## config.mk

```make
export PLATFORM = sky130hd
export DESIGN_NAME = bldc_six_step_duty_ramp_unit
export DESIGN_NICKNAME = d
export VERILOG_FILES = /design/src/hdl/bsdr_pkg.sv /design/src/hdl/bldc_six_step_duty_ramp_unit.sv
export SDC_FILE = /design/constraint.sdc
export NUM_CORES = 1
export LEC_CHECK = 0
export ABC_CLOCK_PERIOD_IN_PS = 21900
export BUFFER_PORTS_ARGS = -buffer_cell sky130_fd_sc_hd__buf_2
export CAP_MARGIN = 20
export CORE_MARGIN = 2
export CORE_UTILIZATION = 60
export CTS_BUF_LIST = sky130_fd_sc_hd__clkbuf_4 sky130_fd_sc_hd__clkbuf_8
export DETAILED_ROUTE_END_ITERATION = 8
export GPL_TIMING_DRIVEN = 0
export HOLD_SLACK_MARGIN = 0.02
export PLACE_DENSITY = 0.89
export SLEW_MARGIN = 20
export SYNTH_ARGS = -nofsm -noshare
export SYNTH_HDL_FRONTEND = slang
export SYNTH_SLANG_ARGS = --single-unit
```

## constraint.sdc

```tcl
create_clock -name clock -period 21.9 [get_ports clock]
set_input_delay 3.285 -clock clock [delete_from_list [all_inputs] [get_ports clock]]
set_output_delay 3.285 -clock clock [all_outputs]
set_load 0.03 [all_outputs]
```

## src/hdl/bsdr_pkg.sv

```systemverilog
// ----------------------------------------------------------------------------
// BLDC six-step duty ramp package
// Widths, codes, register indexes and reset values shared by the unit and
// its checker.
// ----------------------------------------------------------------------------
package bsdr_pkg;

   // field widths
   localparam int DIR_W      = 2;
   localparam int SPD_W      = 16;
   localparam int CUR_W      = 12;
   localparam int HALL_W     = 3;
   localparam int CMP_W      = 16;
   localparam int LVL_W      = 15;
   localparam int STEP_W     = 16;
   localparam int DUTY_W     = 19;
   localparam int CTR_W      = 15;
   localparam int FRAC_W     = 4;
   localparam int CSR_IDX_W  = 3;
   localparam int CSR_DATA_W = 19;

   // signed working widths: duty math and phase drive math
   localparam int ACC_W = DUTY_W + 2;
   localparam int DRV_W = CMP_W + 1;

   // direction codes
   localparam logic [DIR_W-1:0] DIR_STOP     = 2'd0;
   localparam logic [DIR_W-1:0] DIR_LEFT     = 2'd1;
   localparam logic [DIR_W-1:0] DIR_RIGHT    = 2'd2;
   localparam logic [DIR_W-1:0] DIR_RESERVED = 2'd3;

   // hall patterns, bit 2 is the first sensor
   localparam logic [HALL_W-1:0] HALL_101 = 3'b101;
   localparam logic [HALL_W-1:0] HALL_100 = 3'b100;
   localparam logic [HALL_W-1:0] HALL_110 = 3'b110;
   localparam logic [HALL_W-1:0] HALL_010 = 3'b010;
   localparam logic [HALL_W-1:0] HALL_011 = 3'b011;
   localparam logic [HALL_W-1:0] HALL_001 = 3'b001;
   // sensor faults: all low or all high
   localparam logic [HALL_W-1:0] HALL_000 = 3'b000;
   localparam logic [HALL_W-1:0] HALL_111 = 3'b111;

   // register indexes
   localparam logic [CSR_IDX_W-1:0] CSR_DUTY_STEP      = 3'd0;
   localparam logic [CSR_IDX_W-1:0] CSR_MIN_DUTY       = 3'd1;
   localparam logic [CSR_IDX_W-1:0] CSR_MAX_DUTY       = 3'd2;
   localparam logic [CSR_IDX_W-1:0] CSR_DANGER_CURRENT = 3'd3;
   localparam logic [CSR_IDX_W-1:0] CSR_PWM_CENTER     = 3'd4;

   // register reset values
   localparam logic [STEP_W-1:0] DUTY_STEP_RST      = 16'd16;
   localparam logic [DUTY_W-1:0] MIN_DUTY_RST       = 19'd0;
   localparam logic [DUTY_W-1:0] MAX_DUTY_RST       = 19'd4080;
   localparam logic [CUR_W-1:0]  DANGER_CURRENT_RST = 12'd4095;
   localparam logic [CTR_W-1:0]  PWM_CENTER_RST     = 15'd255;

   typedef struct packed {
      logic [DIR_W-1:0]  requested_direction;
      logic [SPD_W-1:0]  target_speed;
      logic [SPD_W-1:0]  measured_speed;
      logic [CUR_W-1:0]  phase_current;
      logic              current_fault;
      logic [HALL_W-1:0] hall_state;
   } req_word_type;

   typedef struct packed {
      logic [CMP_W-1:0] phase_a_compare;
      logic [CMP_W-1:0] phase_b_compare;
      logic [CMP_W-1:0] phase_c_compare;
      logic [DIR_W-1:0] applied_direction;
      logic [LVL_W-1:0] duty_level;
   } rsp_word_type;

   // clip a drive value at zero; the sum of two 15-bit values never exceeds 16 bits
   function automatic logic [CMP_W-1:0] sat_cmp(input logic signed [DRV_W-1:0] v);
      logic [CMP_W-1:0] r;
      r = v[DRV_W-1] ? '0 : v[CMP_W-1:0];
      return r;
   endfunction

endpackage

```

## src/hdl/bldc_six_step_duty_ramp_unit.sv

```systemverilog
// ----------------------------------------------------------------------------
// BLDC six-step duty ramp unit
// Ramped duty control and six-step phase compare generation, one word per
// control tick.
// ----------------------------------------------------------------------------
// Usage:
//   The req channel carries one control tick word (direction request, target
//   and measured speed, current sample, fault flag, hall state). The rsp
//   channel returns one word per req word: three phase compare values, the
//   applied direction and the integer duty level. Both use valid/ready.
//   Path: a req word goes into an input register, then through the
//   duty/commutation logic into the result register, and shows on rsp from there.
//   Throughput: one word per cycle while rsp_ready is high; duty state is updated
//   as the word moves into the result register, so the next word sees it at once.
//   Reset clears the duty accumulator to zero, sets direction to stop, loads
//   the default register values and drops any words in flight.
//   When rsp_ready is low the result word holds, one more word waits in the
//   input register, then req_ready drops until the result is taken.
//   Users write the csr port only with no words in flight (not enforced):
//   0 duty step, 1 min/2 max duty, 3 danger current, 4 PWM center; rest ignored.
// ----------------------------------------------------------------------------
module bldc_six_step_duty_ramp_unit (
   input  logic                            clock,
   input  logic                            reset,
   input  logic                            req_valid,
   output logic                            req_ready,
   input  logic [bsdr_pkg::DIR_W-1:0]      req_requested_direction,
   input  logic [bsdr_pkg::SPD_W-1:0]      req_target_speed,
   input  logic [bsdr_pkg::SPD_W-1:0]      req_measured_speed,
   input  logic [bsdr_pkg::CUR_W-1:0]      req_phase_current,
   input  logic                            req_current_fault,
   input  logic [bsdr_pkg::HALL_W-1:0]     req_hall_state,
   output logic                            rsp_valid,
   input  logic                            rsp_ready,
   output logic [bsdr_pkg::CMP_W-1:0]      rsp_phase_a_compare,
   output logic [bsdr_pkg::CMP_W-1:0]      rsp_phase_b_compare,
   output logic [bsdr_pkg::CMP_W-1:0]      rsp_phase_c_compare,
   output logic [bsdr_pkg::DIR_W-1:0]      rsp_applied_direction,
   output logic [bsdr_pkg::LVL_W-1:0]      rsp_duty_level,
   input  logic                            csr_wr_en,
   input  logic [bsdr_pkg::CSR_IDX_W-1:0]  csr_index,
   input  logic [bsdr_pkg::CSR_DATA_W-1:0] csr_wdata
);
   import bsdr_pkg::*;

   // config registers
   logic [STEP_W-1:0] duty_step_ff;
   logic [DUTY_W-1:0] min_duty_ff;
   logic [DUTY_W-1:0] max_duty_ff;
   logic [CUR_W-1:0]  danger_current_ff;
   logic [CTR_W-1:0]  pwm_center_ff;

   // state
   logic [DUTY_W-1:0] duty_acc_ff;
   logic [DUTY_W-1:0] duty_acc_in;
   logic [DIR_W-1:0]  drive_dir_ff;
   logic [DIR_W-1:0]  drive_dir_in;

   // pipeline
   logic         s1_valid_ff;
   req_word_type s1_req_ff;
   logic         rsp_valid_ff;
   rsp_word_type rsp_ff;
   rsp_word_type rsp_in;
   logic         advance;

   // datapath
   logic [DIR_W-1:0]         req_dir;
   logic                     ramp_up;
   logic signed [ACC_W-1:0]  acc_s;
   logic signed [ACC_W-1:0]  step_s;
   logic signed [ACC_W-1:0]  step5_s;
   logic signed [ACC_W-1:0]  lo_s;
   logic signed [ACC_W-1:0]  hi_s;
   logic signed [ACC_W-1:0]  d_ramp;
   logic signed [ACC_W-1:0]  d_cur;
   logic signed [ACC_W-1:0]  d_fault;
   logic [LVL_W-1:0]         lvl;
   logic signed [DRV_W-1:0]  center_s;
   logic signed [DRV_W-1:0]  plus_s;
   logic signed [DRV_W-1:0]  minus_s;
   logic [CMP_W-1:0]         cmp_c;
   logic [CMP_W-1:0]         cmp_up;
   logic [CMP_W-1:0]         cmp_dn;

   assign advance   = !rsp_valid_ff || rsp_ready;
   assign req_ready = !s1_valid_ff || advance;

   // ---- config port ----
   always_ff @(posedge clock) begin
      if (reset) begin
         duty_step_ff      <= DUTY_STEP_RST;
         min_duty_ff       <= MIN_DUTY_RST;
         max_duty_ff       <= MAX_DUTY_RST;
         danger_current_ff <= DANGER_CURRENT_RST;
         pwm_center_ff     <= PWM_CENTER_RST;
      end else if (csr_wr_en) begin
         unique case (csr_index)
            CSR_DUTY_STEP:      duty_step_ff      <= csr_wdata[STEP_W-1:0];
            CSR_MIN_DUTY:       min_duty_ff       <= csr_wdata[DUTY_W-1:0];
            CSR_MAX_DUTY:       max_duty_ff       <= csr_wdata[DUTY_W-1:0];
            CSR_DANGER_CURRENT: danger_current_ff <= csr_wdata[CUR_W-1:0];
            CSR_PWM_CENTER:     pwm_center_ff     <= csr_wdata[CTR_W-1:0];
            default: ;
         endcase
      end
   end

   // ---- control and state ----
   always_ff @(posedge clock) begin
      if (reset) begin
         s1_valid_ff  <= 1'b0;
         rsp_valid_ff <= 1'b0;
         duty_acc_ff  <= '0;
         drive_dir_ff <= DIR_STOP;
      end else begin
         if (req_ready) s1_valid_ff <= req_valid;
         if (advance) rsp_valid_ff <= s1_valid_ff;
         if (s1_valid_ff && advance) begin
            duty_acc_ff  <= duty_acc_in;
            drive_dir_ff <= drive_dir_in;
         end
      end
   end

   // ---- payload registers ----
   always_ff @(posedge clock) begin
      if (req_valid && req_ready) begin
         s1_req_ff.requested_direction <= req_requested_direction;
         s1_req_ff.target_speed        <= req_target_speed;
         s1_req_ff.measured_speed      <= req_measured_speed;
         s1_req_ff.phase_current       <= req_phase_current;
         s1_req_ff.current_fault       <= req_current_fault;
         s1_req_ff.hall_state          <= req_hall_state;
      end
      if (s1_valid_ff && advance) rsp_ff <= rsp_in;
   end

   // ---- duty ramp ----
   always_comb begin
      // unused code 3 means stop
      req_dir = (s1_req_ff.requested_direction == DIR_RESERVED) ? DIR_STOP
                                                                : s1_req_ff.requested_direction;
      acc_s   = signed'({{(ACC_W-DUTY_W){1'b0}}, duty_acc_ff});
      step_s  = signed'({{(ACC_W-STEP_W){1'b0}}, duty_step_ff});
      step5_s = (step_s <<< 2) + step_s;
      lo_s    = signed'({{(ACC_W-DUTY_W){1'b0}}, min_duty_ff});
      hi_s    = signed'({{(ACC_W-DUTY_W){1'b0}}, max_duty_ff});

      // a pending reversal always ramps down
      ramp_up = (drive_dir_ff == req_dir) &&
                (s1_req_ff.measured_speed < s1_req_ff.target_speed);
      d_ramp  = ramp_up ? acc_s + step_s : acc_s - step_s;

      // switch test sees the ramped duty, before current handling
      drive_dir_in = drive_dir_ff;
      if (drive_dir_ff != req_dir && d_ramp <= lo_s) drive_dir_in = req_dir;

      d_cur   = (s1_req_ff.phase_current >= danger_current_ff) ? d_ramp - step5_s : d_ramp;
      d_fault = s1_req_ff.current_fault ? lo_s : d_cur;

      // min wins over max
      if (d_fault < lo_s)      duty_acc_in = min_duty_ff;
      else if (d_fault > hi_s) duty_acc_in = max_duty_ff;
      else                     duty_acc_in = d_fault[DUTY_W-1:0];

      lvl = duty_acc_in[DUTY_W-1:FRAC_W];
   end

   // ---- six-step commutation ----
   always_comb begin
      center_s = signed'({{(DRV_W-CTR_W){1'b0}}, pwm_center_ff});
      plus_s   = center_s + signed'({{(DRV_W-LVL_W){1'b0}}, lvl});
      minus_s  = center_s - signed'({{(DRV_W-LVL_W){1'b0}}, lvl});
      cmp_c    = {{(CMP_W-CTR_W){1'b0}}, pwm_center_ff};

      unique case (drive_dir_in)
         DIR_LEFT: begin
            cmp_up = sat_cmp(plus_s);
            cmp_dn = sat_cmp(minus_s);
         end
         DIR_RIGHT: begin
            cmp_up = sat_cmp(minus_s);
            cmp_dn = sat_cmp(plus_s);
         end
         default: begin
            cmp_up = cmp_c;
            cmp_dn = cmp_c;
         end
      endcase

      rsp_in.applied_direction = drive_dir_in;
      rsp_in.duty_level        = lvl;

      unique case (s1_req_ff.hall_state)
         HALL_101: begin
            rsp_in.phase_a_compare = cmp_c;
            rsp_in.phase_b_compare = cmp_dn;
            rsp_in.phase_c_compare = cmp_up;
         end
         HALL_100: begin
            rsp_in.phase_a_compare = cmp_up;
            rsp_in.phase_b_compare = cmp_dn;
            rsp_in.phase_c_compare = cmp_c;
         end
         HALL_110: begin
            rsp_in.phase_a_compare = cmp_up;
            rsp_in.phase_b_compare = cmp_c;
            rsp_in.phase_c_compare = cmp_dn;
         end
         HALL_010: begin
            rsp_in.phase_a_compare = cmp_c;
            rsp_in.phase_b_compare = cmp_up;
            rsp_in.phase_c_compare = cmp_dn;
         end
         HALL_011: begin
            rsp_in.phase_a_compare = cmp_dn;
            rsp_in.phase_b_compare = cmp_up;
            rsp_in.phase_c_compare = cmp_c;
         end
         HALL_001: begin
            rsp_in.phase_a_compare = cmp_dn;
            rsp_in.phase_b_compare = cmp_c;
            rsp_in.phase_c_compare = cmp_up;
         end
         default: begin
            // all sensors low or all high: every phase gets the low value
            rsp_in.phase_a_compare = cmp_dn;
            rsp_in.phase_b_compare = cmp_dn;
            rsp_in.phase_c_compare = cmp_dn;
         end
      endcase
   end

   assign rsp_valid             = rsp_valid_ff;
   assign rsp_phase_a_compare   = rsp_ff.phase_a_compare;
   assign rsp_phase_b_compare   = rsp_ff.phase_b_compare;
   assign rsp_phase_c_compare   = rsp_ff.phase_c_compare;
   assign rsp_applied_direction = rsp_ff.applied_direction;
   assign rsp_duty_level        = rsp_ff.duty_level;

endmodule

```

Word level (Yosys, flattened, before mapping)
Index checks and enable logic that the tools add are counted.
Word-level totals
  memory bits (writable): 0
  input port bits: 77
  word-level logic and storage cells: 72
  latch bits: 0
  ROM bits: 0
  memories kept: 0
  register bits: 219
  output and inout bits: 67
Cells by class
  $lt $le $gt $ge: 5
  bitwise operators: 0
  divide/modulo/power cells: 0
  $mul: 0
  multiplexer cells: 12
  $add $sub $neg: 6
  equality and inequality tests: 15
  reductions and logical operators: 14
  shift operators: 0
Operators by type and width (number)
  $pmux 48 s6: 1
  $pmux 16 s2: 2
  $mux 21: 3
  $mux 19: 2
  $mux 16: 2
  $gt 21x20->1: 1
  $le 21x20->1: 1
  $lt 21x20->1: 1
  $sub 21x20->21: 1
  $add 19x16->20: 1
  $sub 19x16->20: 1
  $add 18x16->19: 1
  $add 15x15->16: 1
  $lt 16x16->1: 1
  $sub 15x15->16: 1
  $eq 3x2->1 const B: 4
  $eq 3x3->1 const B: 4
  $ge 12x12->1: 1
  $reduce_and 2->1: 5
  $eq 3x1->1 const B: 2
  $eq 2x2->1 const B: 2
  $logic_and 1x1->1: 4
  $mux 2: 2
  $logic_not 3->1: 1
  5 further kinds: 7

Depth between registers and ports, before layout
  word-level depth: 15
  mapped depth: 53
  depth with buffers taken out: 50

Worst setup path before layout
OpenSTA, ideal clock, no wires.
  path kind: reg-to-reg
  start: reg s1_req_ff[31] (netlist name)
  end: reg rsp_ff, in the netlist rsp_phase_a_compare[5] (data pin)
  clock period less this slack: 9.746 ns
  data arrival time: 9.474 ns
  slack: 12.154 ns
  buffers on the path: 7
  required time: 21.628 ns
  cell stages (with the launch flop): 47
  setup time: 0.272 ns
  path through: edfxtp_1 ha_1 nand4_1 nor4_1 a211o_4 clkbuf_1 clkbuf_1 nor2_1 a21oi_1 inv_1 fa_1 nor2b_1 nor3_1 nor4_1 a211oi_1 mux2i_1 a31oi_1 xor2_1 (+11 left out) buf_2 buf_2 a21o_1 ha_1 buf_2 inv_1 a21oi_1 o21ai_0 a21oi_1 o221ai_1 a21bo_2 a2111oi_0 or3_1 clkbuf_1 buf_2 o211ai_1 a21oi_1 a21oi_1
RTL lines
  start: declaration: RTL line bldc_six_step_duty_ramp_unit.sv:61  | req_word_type s1_req_ff;
  end signal: assignment: RTL line bldc_six_step_duty_ramp_unit.sv:136  | if (s1_valid_ff && advance) rsp_ff <= rsp_in;
  end: declaration: RTL line bldc_six_step_duty_ramp_unit.sv:63  | rsp_word_type rsp_ff;

==> metrics.cfg <==
[synthesis]
postSynth.asyncResetShare_pct = 0
synth_compound_gate_area_share_pct = 24.5
ys_warn_count = 0
ys_seq_area_share_pct = 33.3
yosys.area_share.adder_pct = 14.3
ys_types = 85
synth_seq_cells = 219
synth.mux.area_fraction_pct = 1.64
syn_inst = 1961
synth_xor_area_share_pct = 3.68
synth_top_family_by_area = compound AO/OA/AOI/OAI gates
avgSynthCellArea_um2 = 8.46
syn_nets = 2224
synth_ff_type = edfxtp_1
synth_area_um2 = 16600
synth_edf_count = 115
synth-simple-area-share_pct = 17.4

[worst_hold_path]
worstHoldPathType = flip-flop to flip-flop
min_from = max_duty_ff[2]
min_to = max_duty_ff[2]
hold-path-cell-count = 2

[timing]
finalMaxSlewViolations = 0
slew_headroom_pct = 28.2
setup_viol = 0
hold_violations = 0
max_freq_mhz = 71.8
skew_ns = 0.0302
fin_ws_ns = 7.98
max_slew.worst_pin.slew_ns = 1.08
rsz0062_at_grt = no
tns_ns = 0
period_share_pct = 63.6
fin_crit_ns = 13.92

[clock_network]
root_buffer = clkbuf_8
cts_inserted_buffers = 36
clk_latency_ns = 0.56
cts.path.max_buffers = 3
tritoncts = built
cts_resized = 0
clkTransAtPathRegs_ns = 0.06
post_cts_buffers = 0
cts_max_level = 2
holdBufCountCts = 0
cts.sinks = 219

[placed_design]
hpwlAfterDp_um = 43400
dp_cells = 2448
dpl_worst_slack_ns = 8.81
port_buffers = 143
place_congestion = 1.01

[floorplanning]
io_pins = 144
die_area_um2 = 29000
die_x_um = 170
start_util_pct = 61.4
core_um2 = 27000
dieHeight_um = 170
rows = 60

[detailed_routing]
drt-met1-wl_um = 22900
initialDrtViolationCount = 2204
wirelength_um = 54500
ant_nets = 0
drc = 0
wl_met2_um = 22900
drt_first_pass_iters = 6
wl_per_cell_um = 21.7
highest_layer = met4
vias_per_cell = 6.52
dr_total_vias = 16363
route.met3.wl_um = 6910

[global_route]
grt_pass1_vias = 15582
antenna_found_initial = 0
grt_max_degree = 55
grt.total_usage_pct = 37.3
grt_pass1_wl_um = 83900
gr-total-overflow = 0

[critical_path]
cp-start-kind = flip-flop
r2r_cells = 41
max_stage_delay_ns = 0.99
reg2reg_from = s1_req_ff[31]
rrSetupSlack_ns = 7.98
r2r-end = rsp_phase_c_compare[2]
worst_path_max_delay_cell = a221oi_1
crit_path_end_kind = flip-flop
crit_fanout = 10
crit_top_cell = a21oi_1
cp.required_ns = 22.13
arrival_ns = 14.15
path_class = flip-flop to flip-flop

[status]
status = complete, no violations

[finish]
synthToLayoutAreaGrowth_pct = 11.6
diodes = 0
stdcell_count = 2511
layout_commonest_cell = nand2_1
n_fill_cell = 2192
nets = 2408
final_layout_size_suffix_gt1_share_pct = 11.6
layout_common_cells = nand2_1 (236), a21oi_1 (187), ha_1 (180)

[flow_run]
maxCapViolCount = 0

==> metrics by stage <==
step           instance area (um^2)  utilization (%)  hold slack, ns
4_1_cts                       18500             68.5           0.465
2_1_floorplan                 16600                -           0.436
5_1_grt                       18500             68.5           0.481
6_report                      18500             68.5           0.461
3_3_place_gp                  17700             65.6           0.444
3_5_place_dp                  17800             65.9           0.456
==> state kept, by name, indices dropped and copies added (netlist names) <==
signal,count
duty_step_ff,16
max_duty_ff,19
rsp_phase_a_compare,16
s1_req_ff,50
rsp_applied_direction,2
danger_current_ff,12
rsp_phase_b_compare,16
rsp_phase_c_compare,16
duty_acc_ff,19
drive_dir_ff,2
rsp_valid,1
pwm_center_ff,15
s1_valid_ff,1
min_duty_ff,19
rsp_duty_level,15
==> Yosys cell counts, drive strengths merged (40+ instances only) <==
master  number  area share, %
nand2      237            5.4
edfxtp     115             21
o21ai       91            2.7
ha         180             14
clkbuf      77            1.7
xnor2       47            2.5
a21o        51            2.3
nor2       162            3.7
o211ai      40            1.9
a21oi      187            5.6
inv        133            3.0
dfxtp      104             13
nor3        54            1.6
==> worst max-delay path, delay by kind of cell, from the launching register on <==
family / cells / cell delay (ns)
flops: 1 / 0.39
buf+inv: 4 / 1.72
simple gates: 8 / 1.81
compound gates: 23 / 7.64
mux: 1 / 0.46
xor+xnor: 1 / 0.19
fa+ha+maj: 4 / 1.36
==> kinds of logic (layout without fill, tap and decap cells) <==
logic type,count (synthesis),in the layout
flip-flops,219,219
XOR/XNOR,65,65
AO/OA/AOI/OAI,610,610
AND/OR/NAND/NOR,633,633
adder cells (fa/ha/maj),186,186
multiplexers,25,25
buffers and inverters,223,432
==> how the worst max path moves through the flow <==
stage	from	end	slack, ns	cells past startpoint
5_1_grt	s1_req_ff[47]	rsp_phase_c_compare[2]	7.46	43
4_1_cts	s1_req_ff[31]	rsp_phase_c_compare[2]	8.71	41
6_report	s1_req_ff[31]	rsp_phase_c_compare[2]	7.98	41
3_3_place_gp	s1_req_ff[20]	rsp_phase_a_compare[2]	9.05	41
2_1_floorplan	s1_req_ff[31]	rsp_phase_a_compare[5]	12.15	46
3_5_place_dp	s1_req_ff[31]	rsp_phase_c_compare[2]	8.81	41
==> layer usage <==
metal  track usage [%]  vias up
met5                 0        -
met2              56.3     1003
met1              53.6     7682
met4              12.4        0
li1                  -     7545
met3              7.26      133
==> layout make-up <==
type	count	area [um^2]	area share, %
repair buffers	146	778	4.20
plain buffers	89	347	1.87
inverters	134	505	2.73
multi-input cells	1519	10200	55.2
well taps	341	427	2.30
clock inverters	12	85.1	0.459
flip-flops and latches	219	5540	29.9
clock buffers	51	621	3.35
Power is left out: the tool's default activity adds up to more than one toggle a clock period on the data nets, which glitch-free logic cannot reach.
